### config.mk
export PLATFORM = sky130hd
export DESIGN_NAME = impulse_arrival_quadrant_detector_unit
export DESIGN_NICKNAME = d
export VERILOG_FILES = /design/src/hdl/iaqd_pkg.sv /design/src/hdl/iaqd_csr.sv /design/src/hdl/iaqd_track.sv /design/src/hdl/iaqd_decode.sv /design/src/hdl/impulse_arrival_quadrant_detector_unit.sv
export SDC_FILE = /design/constraint.sdc
export NUM_CORES = 1
export LEC_CHECK = 0
export ABC_CLOCK_PERIOD_IN_PS = 8100
export BUFFER_PORTS_ARGS = -buffer_cell sky130_fd_sc_hd__buf_4
export CORE_ASPECT_RATIO = 2
export CORE_MARGIN = 2
export CORE_UTILIZATION = 45
export DETAILED_ROUTE_END_ITERATION = 10
export PLACE_DENSITY_LB_ADDON = 0.2
export SETUP_SLACK_MARGIN = 0.3
export SKIP_LAST_GASP = 1
export SLEW_MARGIN = 0
export SYNTH_ARGS = -nofsm -noshare
export SYNTH_HDL_FRONTEND = slang
export SYNTH_SLANG_ARGS = --single-unit
### constraint.sdc
create_clock -name clock -period 8.1 [get_ports clock]
set_input_delay 2.025 -clock clock [delete_from_list [all_inputs] [get_ports clock]]
set_output_delay 2.025 -clock clock [all_outputs]
set_load 0.02 [all_outputs]
### src/hdl/iaqd_pkg.sv
// Package for the impulse arrival quadrant detector.
// Widths, register codes, reset values, quadrant codes and the arrival record.
// No dependencies.
`timescale 1ns / 1ps

package iaqd_pkg;

   localparam int SAMPLE_WIDTH_DEFAULT = 10;
   localparam int CSR_INDEX_WIDTH      = 3;
   localparam int NUM_CHANNELS         = 4;
   localparam int CHAN_WIDTH           = 2;
   localparam int COUNT_WIDTH          = 3;

   localparam logic [CSR_INDEX_WIDTH-1:0] CSR_PEAK_HIGH        = 3'd0;
   localparam logic [CSR_INDEX_WIDTH-1:0] CSR_PEAK_LOW         = 3'd1;
   localparam logic [CSR_INDEX_WIDTH-1:0] CSR_ZERO_WINDOW_LOW  = 3'd2;
   localparam logic [CSR_INDEX_WIDTH-1:0] CSR_ZERO_WINDOW_HIGH = 3'd3;

   localparam int PEAK_HIGH_RESET        = 700;
   localparam int PEAK_LOW_RESET         = 300;
   localparam int ZERO_WINDOW_LOW_RESET  = 510;
   localparam int ZERO_WINDOW_HIGH_RESET = 515;

   localparam logic [2:0] QUAD_ONE       = 3'd0;
   localparam logic [2:0] QUAD_FOUR      = 3'd3;
   localparam logic [2:0] QUAD_AMBIGUOUS = 3'd4;
   localparam logic [3:0] MASK_ALL       = 4'hF;

   typedef struct packed {
      logic                  emit;
      logic [CHAN_WIDTH-1:0] first;
      logic [CHAN_WIDTH-1:0] second;
   } arrival_type;

endpackage

### src/hdl/iaqd_csr.sv
// Threshold and window registers of the quadrant detector.
// Depends on iaqd_pkg.
`timescale 1ns / 1ps

module iaqd_csr #(
   parameter int SAMPLE_WIDTH = iaqd_pkg::SAMPLE_WIDTH_DEFAULT
) (
   input  logic                                 clock,
   input  logic                                 reset,
   input  logic                                 csr_write_enable,
   input  logic [iaqd_pkg::CSR_INDEX_WIDTH-1:0] csr_index,
   input  logic [SAMPLE_WIDTH-1:0]              csr_write_data,
   output logic [SAMPLE_WIDTH-1:0]              peak_high,
   output logic [SAMPLE_WIDTH-1:0]              peak_low,
   output logic [SAMPLE_WIDTH-1:0]              zero_window_low,
   output logic [SAMPLE_WIDTH-1:0]              zero_window_high
);
   import iaqd_pkg::*;

   logic [SAMPLE_WIDTH-1:0] peak_high_ff, peak_low_ff, zwin_low_ff, zwin_high_ff;

   always_ff @(posedge clock) begin
      if (reset) begin
         peak_high_ff <= SAMPLE_WIDTH'(PEAK_HIGH_RESET);
         peak_low_ff  <= SAMPLE_WIDTH'(PEAK_LOW_RESET);
         zwin_low_ff  <= SAMPLE_WIDTH'(ZERO_WINDOW_LOW_RESET);
         zwin_high_ff <= SAMPLE_WIDTH'(ZERO_WINDOW_HIGH_RESET);
      end else if (csr_write_enable) begin
         case (csr_index)
            CSR_PEAK_HIGH:        peak_high_ff <= csr_write_data;
            CSR_PEAK_LOW:         peak_low_ff  <= csr_write_data;
            CSR_ZERO_WINDOW_LOW:  zwin_low_ff  <= csr_write_data;
            CSR_ZERO_WINDOW_HIGH: zwin_high_ff <= csr_write_data;
            default: ;
         endcase
      end
   end

   assign peak_high        = peak_high_ff;
   assign peak_low         = peak_low_ff;
   assign zero_window_low  = zwin_low_ff;
   assign zero_window_high = zwin_high_ff;

endmodule

### src/hdl/iaqd_track.sv
// Per-channel phase tracking and arrival ordering of the quadrant detector.
// Depends on iaqd_pkg.
`timescale 1ns / 1ps

module iaqd_track #(
   parameter int SAMPLE_WIDTH = iaqd_pkg::SAMPLE_WIDTH_DEFAULT
) (
   input  logic                    clock,
   input  logic                    reset,
   input  logic                    fire,
   input  logic [SAMPLE_WIDTH-1:0] sample [iaqd_pkg::NUM_CHANNELS],
   input  logic [SAMPLE_WIDTH-1:0] peak_high,
   input  logic [SAMPLE_WIDTH-1:0] peak_low,
   input  logic [SAMPLE_WIDTH-1:0] zero_window_low,
   input  logic [SAMPLE_WIDTH-1:0] zero_window_high,
   output iaqd_pkg::arrival_type   arrival
);
   import iaqd_pkg::*;

   typedef enum logic [1:0] {
      PHASE_IDLE  = 2'd0,
      PHASE_ARMED = 2'd1,
      PHASE_DONE  = 2'd2
   } phase_type;

   phase_type               phase_ff [NUM_CHANNELS];
   phase_type               phase_in [NUM_CHANNELS];
   logic [COUNT_WIDTH-1:0]  count_ff, count_in;
   logic [CHAN_WIDTH-1:0]   first_ff, first_in, second_ff, second_in;
   logic [NUM_CHANNELS-1:0] armed_now, finish;
   logic                    emit;

   always_comb begin
      logic [COUNT_WIDTH-1:0] pos;
      pos       = count_ff;
      first_in  = first_ff;
      second_in = second_ff;
      for (int c = 0; c < NUM_CHANNELS; c++) begin
         armed_now[c] = (phase_ff[c] == PHASE_ARMED) ||
                        ((phase_ff[c] == PHASE_IDLE) &&
                         ((sample[c] > peak_high) || (sample[c] < peak_low)));
         finish[c]    = armed_now[c] && (sample[c] >= zero_window_low) &&
                        (sample[c] <= zero_window_high);
         if (finish[c]) begin
            if (pos == COUNT_WIDTH'(0)) first_in = CHAN_WIDTH'(c);
            if (pos == COUNT_WIDTH'(1)) second_in = CHAN_WIDTH'(c);
            pos = pos + COUNT_WIDTH'(1);
         end
         if (finish[c]) begin
            phase_in[c] = PHASE_DONE;
         end else if (armed_now[c]) begin
            phase_in[c] = PHASE_ARMED;
         end else begin
            phase_in[c] = phase_ff[c];
         end
      end
      emit     = (pos >= COUNT_WIDTH'(NUM_CHANNELS));
      count_in = pos;
      if (emit) begin
         count_in = '0;
         for (int c = 0; c < NUM_CHANNELS; c++) phase_in[c] = PHASE_IDLE;
      end
   end

   always_ff @(posedge clock) begin
      if (reset) begin
         count_ff <= '0;
         for (int c = 0; c < NUM_CHANNELS; c++) phase_ff[c] <= PHASE_IDLE;
      end else if (fire) begin
         count_ff <= count_in;
         for (int c = 0; c < NUM_CHANNELS; c++) phase_ff[c] <= phase_in[c];
      end
   end

   always_ff @(posedge clock) begin
      if (fire) begin
         first_ff  <= first_in;
         second_ff <= second_in;
      end
   end

   assign arrival.emit   = fire && emit;
   assign arrival.first  = first_in;
   assign arrival.second = second_in;

endmodule

### src/hdl/iaqd_decode.sv
// Maps the first two arrivals to a quadrant code and LED mask.
// Depends on iaqd_pkg.
`timescale 1ns / 1ps

module iaqd_decode (
   input  logic [iaqd_pkg::CHAN_WIDTH-1:0] first,
   input  logic [iaqd_pkg::CHAN_WIDTH-1:0] second,
   output logic [2:0]                      quadrant,
   output logic [3:0]                      led_mask
);
   import iaqd_pkg::*;

   logic [CHAN_WIDTH-1:0] lo, hi;

   always_comb begin
      lo = (first < second) ? first : second;
      hi = (first < second) ? second : first;
      if ({1'b0, hi} == {1'b0, lo} + 3'd1) begin
         quadrant = {1'b0, lo};
      end else if ((lo == 2'd0) && (hi == 2'd3)) begin
         quadrant = QUAD_FOUR;
      end else begin
         quadrant = QUAD_AMBIGUOUS;
      end
      if (quadrant == QUAD_AMBIGUOUS) begin
         led_mask = MASK_ALL;
      end else begin
         led_mask = 4'b0001 << quadrant[1:0];
      end
   end

endmodule

### src/hdl/impulse_arrival_quadrant_detector_unit.sv
// Top level of the impulse arrival quadrant detector.
// Depends on iaqd_pkg, iaqd_csr, iaqd_track and iaqd_decode.
`timescale 1ns / 1ps

// Takes one four-channel sample set per transfer and reports a quadrant once all
// four channels have armed and crossed the zero window. A sample set is held in
// an input register; the phase update and quadrant decode then load the result
// register from it once the result side can advance. One sample set is taken
// every cycle while the result side is not stalled; the input stalls only while
// a result waits and the input register is full. Threshold writes take effect
// at the next clock edge and should be made while the block is idle.
module impulse_arrival_quadrant_detector_unit #(
   parameter int SAMPLE_WIDTH = iaqd_pkg::SAMPLE_WIDTH_DEFAULT
) (
   input  logic                                 clock,
   input  logic                                 reset,
   input  logic                                 req_valid,
   output logic                                 req_stall,
   input  logic [SAMPLE_WIDTH-1:0]              req_sample_ch1,
   input  logic [SAMPLE_WIDTH-1:0]              req_sample_ch2,
   input  logic [SAMPLE_WIDTH-1:0]              req_sample_ch3,
   input  logic [SAMPLE_WIDTH-1:0]              req_sample_ch4,
   output logic                                 rsp_valid,
   input  logic                                 rsp_stall,
   output logic [2:0]                           rsp_quadrant,
   output logic [3:0]                           rsp_led_mask,
   output logic [iaqd_pkg::CHAN_WIDTH-1:0]      rsp_first_channel,
   output logic [iaqd_pkg::CHAN_WIDTH-1:0]      rsp_second_channel,
   input  logic                                 csr_write_enable,
   input  logic [iaqd_pkg::CSR_INDEX_WIDTH-1:0] csr_index,
   input  logic [SAMPLE_WIDTH-1:0]              csr_write_data
);
   import iaqd_pkg::*;

   logic                    s1_valid_ff, s1_valid_in;
   logic [SAMPLE_WIDTH-1:0] s1_sample_ff [NUM_CHANNELS];
   logic                    rsp_valid_ff, rsp_valid_in;
   logic [2:0]              rsp_quadrant_ff;
   logic [3:0]              rsp_led_mask_ff;
   logic [CHAN_WIDTH-1:0]   rsp_first_ff, rsp_second_ff;
   logic [SAMPLE_WIDTH-1:0] peak_high, peak_low, zero_window_low, zero_window_high;
   logic                    advance, fire, req_take;
   arrival_type             arrival;
   logic [2:0]              quadrant;
   logic [3:0]              led_mask;

   assign advance      = !rsp_valid_ff || !rsp_stall;
   assign req_stall    = s1_valid_ff && !advance;
   assign req_take     = req_valid && !req_stall;
   assign fire         = s1_valid_ff && advance;
   assign s1_valid_in  = req_stall ? s1_valid_ff : req_valid;
   assign rsp_valid_in = advance ? arrival.emit : rsp_valid_ff;

   iaqd_csr #(.SAMPLE_WIDTH(SAMPLE_WIDTH)) u_csr (
      .clock            (clock),
      .reset            (reset),
      .csr_write_enable (csr_write_enable),
      .csr_index        (csr_index),
      .csr_write_data   (csr_write_data),
      .peak_high        (peak_high),
      .peak_low         (peak_low),
      .zero_window_low  (zero_window_low),
      .zero_window_high (zero_window_high)
   );

   iaqd_track #(.SAMPLE_WIDTH(SAMPLE_WIDTH)) u_track (
      .clock            (clock),
      .reset            (reset),
      .fire             (fire),
      .sample           (s1_sample_ff),
      .peak_high        (peak_high),
      .peak_low         (peak_low),
      .zero_window_low  (zero_window_low),
      .zero_window_high (zero_window_high),
      .arrival          (arrival)
   );

   iaqd_decode u_decode (
      .first    (arrival.first),
      .second   (arrival.second),
      .quadrant (quadrant),
      .led_mask (led_mask)
   );

   always_ff @(posedge clock) begin
      if (reset) begin
         s1_valid_ff  <= 1'b0;
         rsp_valid_ff <= 1'b0;
      end else begin
         s1_valid_ff  <= s1_valid_in;
         rsp_valid_ff <= rsp_valid_in;
      end
   end

   always_ff @(posedge clock) begin
      if (req_take) begin
         s1_sample_ff[0] <= req_sample_ch1;
         s1_sample_ff[1] <= req_sample_ch2;
         s1_sample_ff[2] <= req_sample_ch3;
         s1_sample_ff[3] <= req_sample_ch4;
      end
      if (advance && arrival.emit) begin
         rsp_quadrant_ff <= quadrant;
         rsp_led_mask_ff <= led_mask;
         rsp_first_ff    <= arrival.first;
         rsp_second_ff   <= arrival.second;
      end
   end

   assign rsp_valid          = rsp_valid_ff;
   assign rsp_quadrant       = rsp_quadrant_ff;
   assign rsp_led_mask       = rsp_led_mask_ff;
   assign rsp_first_channel  = rsp_first_ff;
   assign rsp_second_channel = rsp_second_ff;

endmodule

Word level (Yosys, flattened, before mapping)
Memory sizes are Yosys's and may differ from the RTL's.
Index checks and enable logic that the tools add are counted.
- add/sub/neg operators: 5
- multiply operators: 0
- div/mod/pow operators: 0
- order comparisons: 18
- equal/unequal tests: 14
- shifts and indexed selects: 1
- muxes and demuxes: 43
- bitwise gates (word level): 4
- reduce and logical (&&, ||, !) cells: 45
- operator list (cell ; count):
    2-bit 2-to-1 mux ; 30
    10-bit greater-or-equal comparator ; 4
    10-bit greater-than comparator ; 4
    10-bit less-or-equal comparator ; 4
    10-bit < comparator ; 4
    3-bit 2-to-1 mux ; 7
    1-bit logical AND ; 18
    3-bit by 1-bit equality test with 1-bit output (second input constant) ; 5
    3-bit zero test ; 5
    3-bit by 1-bit adder with 3-bit output (second input constant) ; 4
    2-bit zero test ; 5
    1-bit logical OR ; 9
    2-bit by 1-bit equality test with 1-bit output (second input constant) ; 4
    8-bit 2-to-1 mux ; 1
    2-bit AND reduction ; 4
    3-bit by 2-bit equality test with 1-bit output (second input constant) ; 2
    1-bit 2-to-1 mux ; 5
    1-bit zero test ; 4
    1-bit OR ; 4
    1-bit by 2-bit << shifter with 4-bit output (first input constant) ; 1
    2-bit by 1-bit adder with 3-bit output (second input constant) ; 1
    2-bit by 3-bit equality test with 1-bit output ; 1
    3-bit equality test (second input constant) ; 1
    3-bit greater-or-equal comparator (second input constant) ; 1
    2 further kinds ; 2
- flip-flop bits (word level): 100
- latch bits: 0
- RAM bits: 8
- bits in read-only memories: 0
- bits of input ports: 58
- output and inout port bits: 13
- word-level logic and storage cells: 148
- memories kept: 1
- memories (name ; words ; width ; rd ports ; clocked after memory_dff ; wr ports ; line ; text):
    u_track.phase_ff ; 4 ; 2 ; 4 ; 0 ; 4 ; iaqd_track.sv:26 ; phase_type phase_ff [NUM_CHANNELS];

Depth between registers and ports, before layout
- depth after elaboration: 21
- gate-level depth with buffers: 29
- depth with buffers taken out: 26

By module
From an unflattened synthesis, not the netlist that was laid out.
- cell total of the unflattened synthesis: 799
- area, all modules: 8150.3 sq um
- modules (own cells, without submodules) (module ; times used ; cells an instance ; area an instance (sq um) ; sequential area each (sq um)):
    iaqd_track ; 1 ; 547 ; 4624.4 ; 420.4
    impulse_arrival_quadrant_detector_unit ; 1 ; 62 ; 1625.3 ; 1571.5
    iaqd_csr ; 1 ; 158 ; 1617.8 ; 800.8
    iaqd_decode ; 1 ; 32 ; 282.8 ; 0.0

Least setup slack after synthesis
No wires, ideal clock.
- path kind: flip-flop to flip-flop
- start point: reg s1_sample_ff[33] in the netlist's numbering
- end point: reg rsp_quadrant_ff[0] (netlist: rsp_quadrant[0]) (data pin)
- setup time: 0.269 ns
- data arrival time: 6.373 ns
- required time: 7.831 ns
- slack: 1.458 ns
- stages on the path, launching flop included: 28
- buffers on the path: 2
- period minus slack after synthesis: 6.642 ns
- path through: edfxtp_1 ha_1 a21o_1 a21o_1 a2111oi_2 o22a_2 o211ai_2 mux2_2 and3_1 a211oi_1 ha_1 mux2_2 ha_1 and2_1 and2_1 a311oi_1 ha_1 nor2_1 or2_2 clkbuf_1 mux2_2 ha_1 xnor2_1 nor3_1 clkbuf_1 nor3_1 a21oi_1 o22ai_1
- cells in the longest elaborated chain, start to end: 20
- elaborated cells on any way between the ends: 44
- those cells by class: 3 x add/sub; 5 x order compare; 5 x eq/ne; 21 x mux; 10 x reduce/logical
- RTL lines (what ; line ; text):
    start: declaration ; impulse_arrival_quadrant_detector_unit.sv:36 ; logic [SAMPLE_WIDTH-1:0] s1_sample_ff [NUM_CHANNELS];
    10-bit greater-than comparator or 10-bit < comparator (tied branches) ; iaqd_track.sv:41 ; ((sample[c] > peak_high) || (sample[c] < peak_low)));
    1-bit logical OR ; iaqd_track.sv:41 ;
    1-bit logical AND ; iaqd_track.sv:40 ; ((phase_ff[c] == PHASE_IDLE) &&
    1-bit logical OR ; iaqd_track.sv:39 ; armed_now[c] = (phase_ff[c] == PHASE_ARMED) ||
    1-bit logical AND ; iaqd_track.sv:42 ; finish[c] = armed_now[c] && (sample[c] >= zero_window_low) &&
    1-bit logical AND (*) ; iaqd_track.sv:42 ;
    parallel branches: the longest is 13 deep, another holds 3-bit by 1-bit adder with 3-bit output ; -- ;
    3-bit 2-to-1 mux (*) ; iaqd_decode.sv:18 ; if ({1'b0, hi} == {1'b0, lo} + 3'd1) begin
    via quadrant[0] ; impulse_arrival_quadrant_detector_unit.sv:44 ; logic [2:0] quadrant;
    end signal: assignment ; impulse_arrival_quadrant_detector_unit.sv:103 ; rsp_quadrant_ff <= quadrant;
    end: declaration ; impulse_arrival_quadrant_detector_unit.sv:38 ; logic [2:0] rsp_quadrant_ff;
Mark *: on every way through the listed nets, which the timed path passes.
A chain may end at the register's enable or synchronous reset.

Worst setup path in the final report
- start point: reg s1_sample_ff[33] in the netlist's numbering
- end point: reg rsp_led_mask_ff[1] (netlist: rsp_led_mask[1]) (data pin)
- cells in the longest elaborated chain, start to end: 21
- elaborated cells on any way between the ends: 46
- those cells by class: 3 x add/sub; 5 x order compare; 6 x eq/ne; 1 x shift; 21 x mux; 10 x reduce/logical
- RTL lines (what ; line ; text):
    10-bit greater-than comparator or 10-bit < comparator (tied branches) ; iaqd_track.sv:41 ;
    1-bit logical OR ; iaqd_track.sv:41 ;
    1-bit logical AND ; iaqd_track.sv:40 ;
    1-bit logical OR ; iaqd_track.sv:39 ;
    1-bit logical AND ; iaqd_track.sv:42 ;
    1-bit logical AND (*) ; iaqd_track.sv:42 ;
    parallel branches: the longest is 13 deep, another holds 3-bit by 1-bit adder with 3-bit output ; -- ;
    3-bit 2-to-1 mux (*) ; iaqd_decode.sv:18 ;
    3-bit equality test or 1-bit by 2-bit << shifter with 4-bit output (tied branches) ; iaqd_decode.sv:25, iaqd_decode.sv:28 ;
    end signal: assignment ; impulse_arrival_quadrant_detector_unit.sv:104 ; rsp_led_mask_ff <= led_mask;
    end: declaration ; impulse_arrival_quadrant_detector_unit.sv:39 ; logic [3:0] rsp_led_mask_ff;
Mark *: on every way between the ends.

==> run metrics <==
skew final ~0.016 ns; fill cell count around 1600; global-route wire length before repair around 33000 um; IO buf count 70; routed wire length roughly 21000 um; Mapped Nets approximately 1000; slowest library cell on the worst path edfxtp_1; number of max-cap violations 0; RSZ-0062 raised after global routing no; Syn Inst Count ~800; Worst R2R Path Depth 25; Final Hold Vio Count 0; Reg power frac 0.417; largest net degree at the start of global routing 46; final net count around 1100; cell depth of the worst setup path 25; critical path peak fanout 14; final RePlAce weighted congestion around 0.9; Sw Share 0.303; P per Cell Area 171 nW/um^2; Async S/R FF share, synth 0; Required @ worst endpoint between 8 and 9 ns; Gate power share 0.254; FP Rows approximately 70; most frequent cells in the layout ha_1 (171), nand2_1 (99), buf_4 (72); critical path buffer and inverter count 1; DRT antenna net count 0; CP endpoint kind flip-flop; P_int 0.00109 W; vias per inst 5.75; cell family with the largest share of critical-path delay compound AO/OA/AOI/OAI gates; Pwr Total ~0.0016 W; H-tree levels 3; die area approximately 19000 um^2; CTS Buffer Depth 2; initial DRC count approximately 350; routed length per instance around 19 um; power share of the clock group 0.329; Clk pin slew, worst setup/hold paths ~0.080 ns; maximum clock frequency ~140 MHz; Placed Instance Area 8760 um^2; Final Critical Period 7.05 ns; count of different cell masters after synthesis a little under 70; relative max-transition margin 0.260; num ports 71; Die X around 100 um; total CTS buffers 9; share of cells above drive strength 1 0.130; Worst path most repeated cell ha_1; Sink Count 108; Yosys reg bits 108; Synth Flop Type edfxtp_1; Antenna Cells 0; Post-route DRC 0; setup_tns 0 ns; Overflow after GRT 0; initial core utilization 0.454; worst hold path type flip-flop to flip-flop; Final setup viols 0; post-CTS setup buffer count 0; die height 193 um; Worst Tran Pin Value 1.10 ns; critical path arrival slightly above 7 ns; Worst VDD drop 0.000112 V; P_sw roughly 0.00047 W; Design Area, Final about 9100 um^2; core area about 18000 um^2; clk_lat worst skew 0.37 ns; Mean Syn Cell Area 9.78 um^2; sequential fraction of the synthesis area 0.349; worst hold path cell count 2; startpoint types flip-flop; Post-Syn Area between 8000 and 9000 um^2; vias approximately 6400; period utilization 0.871; Total GRT Usage 0.227; number of global-route vias before repair approximately 6400; Layout area overhead 13.9%; CTS tree done; leading cell type in the layout, fill and taps excluded ha_1; antenna violations before repair 0; post-cts resize count 0; Yosys Warn Count 0; first-pass detailed-route iteration total 5; status completed; Leak around 4.2 nW; Largest stage delay, worst path roughly 0.47 ns; CTS Root Buffer Type clkbuf_16; Layout Utilization 0.518; number of synthesized flops with an enable pin 63; hold bufs inserted after CTS 0; dpl hpwl 17100 um; CP Class flip-flop to flip-flop; Final Max Slew Viols 0
==> flip-flops by register name, indices dropped and copies added, names as in the netlist, 3 cells and up <==
signal                  cells
u_csr.peak_low             10
u_track.count_ff            3
rsp_led_mask                4
rsp_quadrant                3
u_csr.peak_high            10
u_csr.zero_window_low      10
u_csr.zero_window_high     10
u_track.phase_ff            8
s1_sample_ff               40
==> power by group through the flow <==
| stage | logic [W] | clock network, W | registers [W] |
|---|---|---|---|
| after global routing | 0.000448 | 0.000542 | 0.000652 |
| final | 0.000395 | 0.000513 | 0.000649 |
| after detailed placement | 0.000394 | 0 | 0.000661 |
| after floorplan | 0.000285 | 0 | 0.000650 |
| after global placement | 0.000382 | 0 | 0.000660 |
| after CTS | 0.000396 | 0.000524 | 0.000649 |
==> worst min-delay path: cells and delay by family (launching register included) <==
kind               cells  cell delay (ns)
AOI/OAI and AO/OA      1             0.05
DFF                    1             0.31
and+or+nand+nor        1             0.05
==> per-stage QoR <==
| step | hold WS, ns | setup slack [ns] | cells |
|---|---|---|---|
| 2_1_floorplan | 0.436 | 1.46 | 818 |
| 3_3_place_gp | 0.443 | 1.20 | 1088 |
| 3_5_place_dp | 0.448 | 1.07 | 1088 |
| 4_1_cts | 0.458 | 1.02 | 1104 |
| 5_1_grt | 0.478 | 0.457 | 1104 |
| 6_report | 0.457 | 1.05 | 1104 |
==> cell families (layout without fill, tap and decap cells) <==
kind of cell	Yosys count	after routing	share of synthesized area
AOI/OAI and AO/OA	178	178	0.154
xor gates and xnor gates	9	9	0.0144
adders and majority gates	171	171	0.267
buffers and inverters	75	148	0.0353
DFF	108	108	0.349
muxes	11	11	0.0145
and+or+nand+nor	266	266	0.166
==> cell usage after synthesis (3+ instances only) <==
cell type | count | area, um^2
xnor2_1 | 4 | 35.0
o211ai_1 | 8 | 60.1
nor2b_1 | 7 | 43.8
o21ai_0 | 28 | 140
mux2_2 | 5 | 56.3
ha_1 | 171 | 2140
and3_1 | 14 | 87.6
o32ai_1 | 3 | 26.3
a211oi_1 | 15 | 113
o31ai_1 | 3 | 22.5
nand2b_1 | 14 | 87.6
a211o_1 | 6 | 52.6
edfxtp_1 | 63 | 1890
nor3b_1 | 3 | 22.5
nor3_1 | 18 | 90.1
a21o_1 | 14 | 105
dfxtp_1 | 45 | 901
mux2i_1 | 6 | 60.1
inv_1 | 59 | 221
a221oi_1 | 3 | 26.3
clkbuf_1 | 14 | 52.6
nand4_1 | 16 | 100
nand3_1 | 8 | 40.0
nand3b_1 | 17 | 128
a2111oi_2 | 3 | 45.0
and2_1 | 7 | 43.8
nor4_1 | 3 | 18.8
or2_2 | 4 | 25.0
nor2_1 | 47 | 176
a21oi_1 | 59 | 295
a31oi_1 | 5 | 31.3
nand2_1 | 99 | 372
==> final timing paths <==
path / to / slack (ns) / from
max: rsp_led_mask[1]$_SDFFCE_PN1P_ / 1.05 / s1_sample_ff[33]$_DFFE_PP_
max reg2reg: rsp_led_mask[1]$_SDFFCE_PN1P_ / 1.05 / s1_sample_ff[33]$_DFFE_PP_
min: u_csr.peak_low[6]$_SDFFE_PP0P_ / 0.46 / u_csr.peak_low[6]$_SDFFE_PP0P_
min reg2reg: u_csr.peak_low[6]$_SDFFE_PP0P_ / 0.46 / u_csr.peak_low[6]$_SDFFE_PP0P_
==> metal layers <==
layer | track usage | vias to the layer above | wire (um)
li1 | - | 3183 | -
met1 | 0.268 | 2958 | 8840
met2 | 0.394 | 161 | 10300
met3 | 0.0290 | 50 | 743
met4 | 0.131 | 0 | 1150
met5 | 0 | - | 0
==> area by class of cell <==
type,count,area (um^2),share of cell area
clock buffer,10,250,0.0275
clock inverter,6,103,0.0113
inverter,60,225,0.0247
multi-input combinational,635,4940,0.542
sequential,108,2790,0.306
tap,213,267,0.0292
timing repair buffer,72,541,0.0593
No activity file was read; power rests on OpenSTA's default activity.
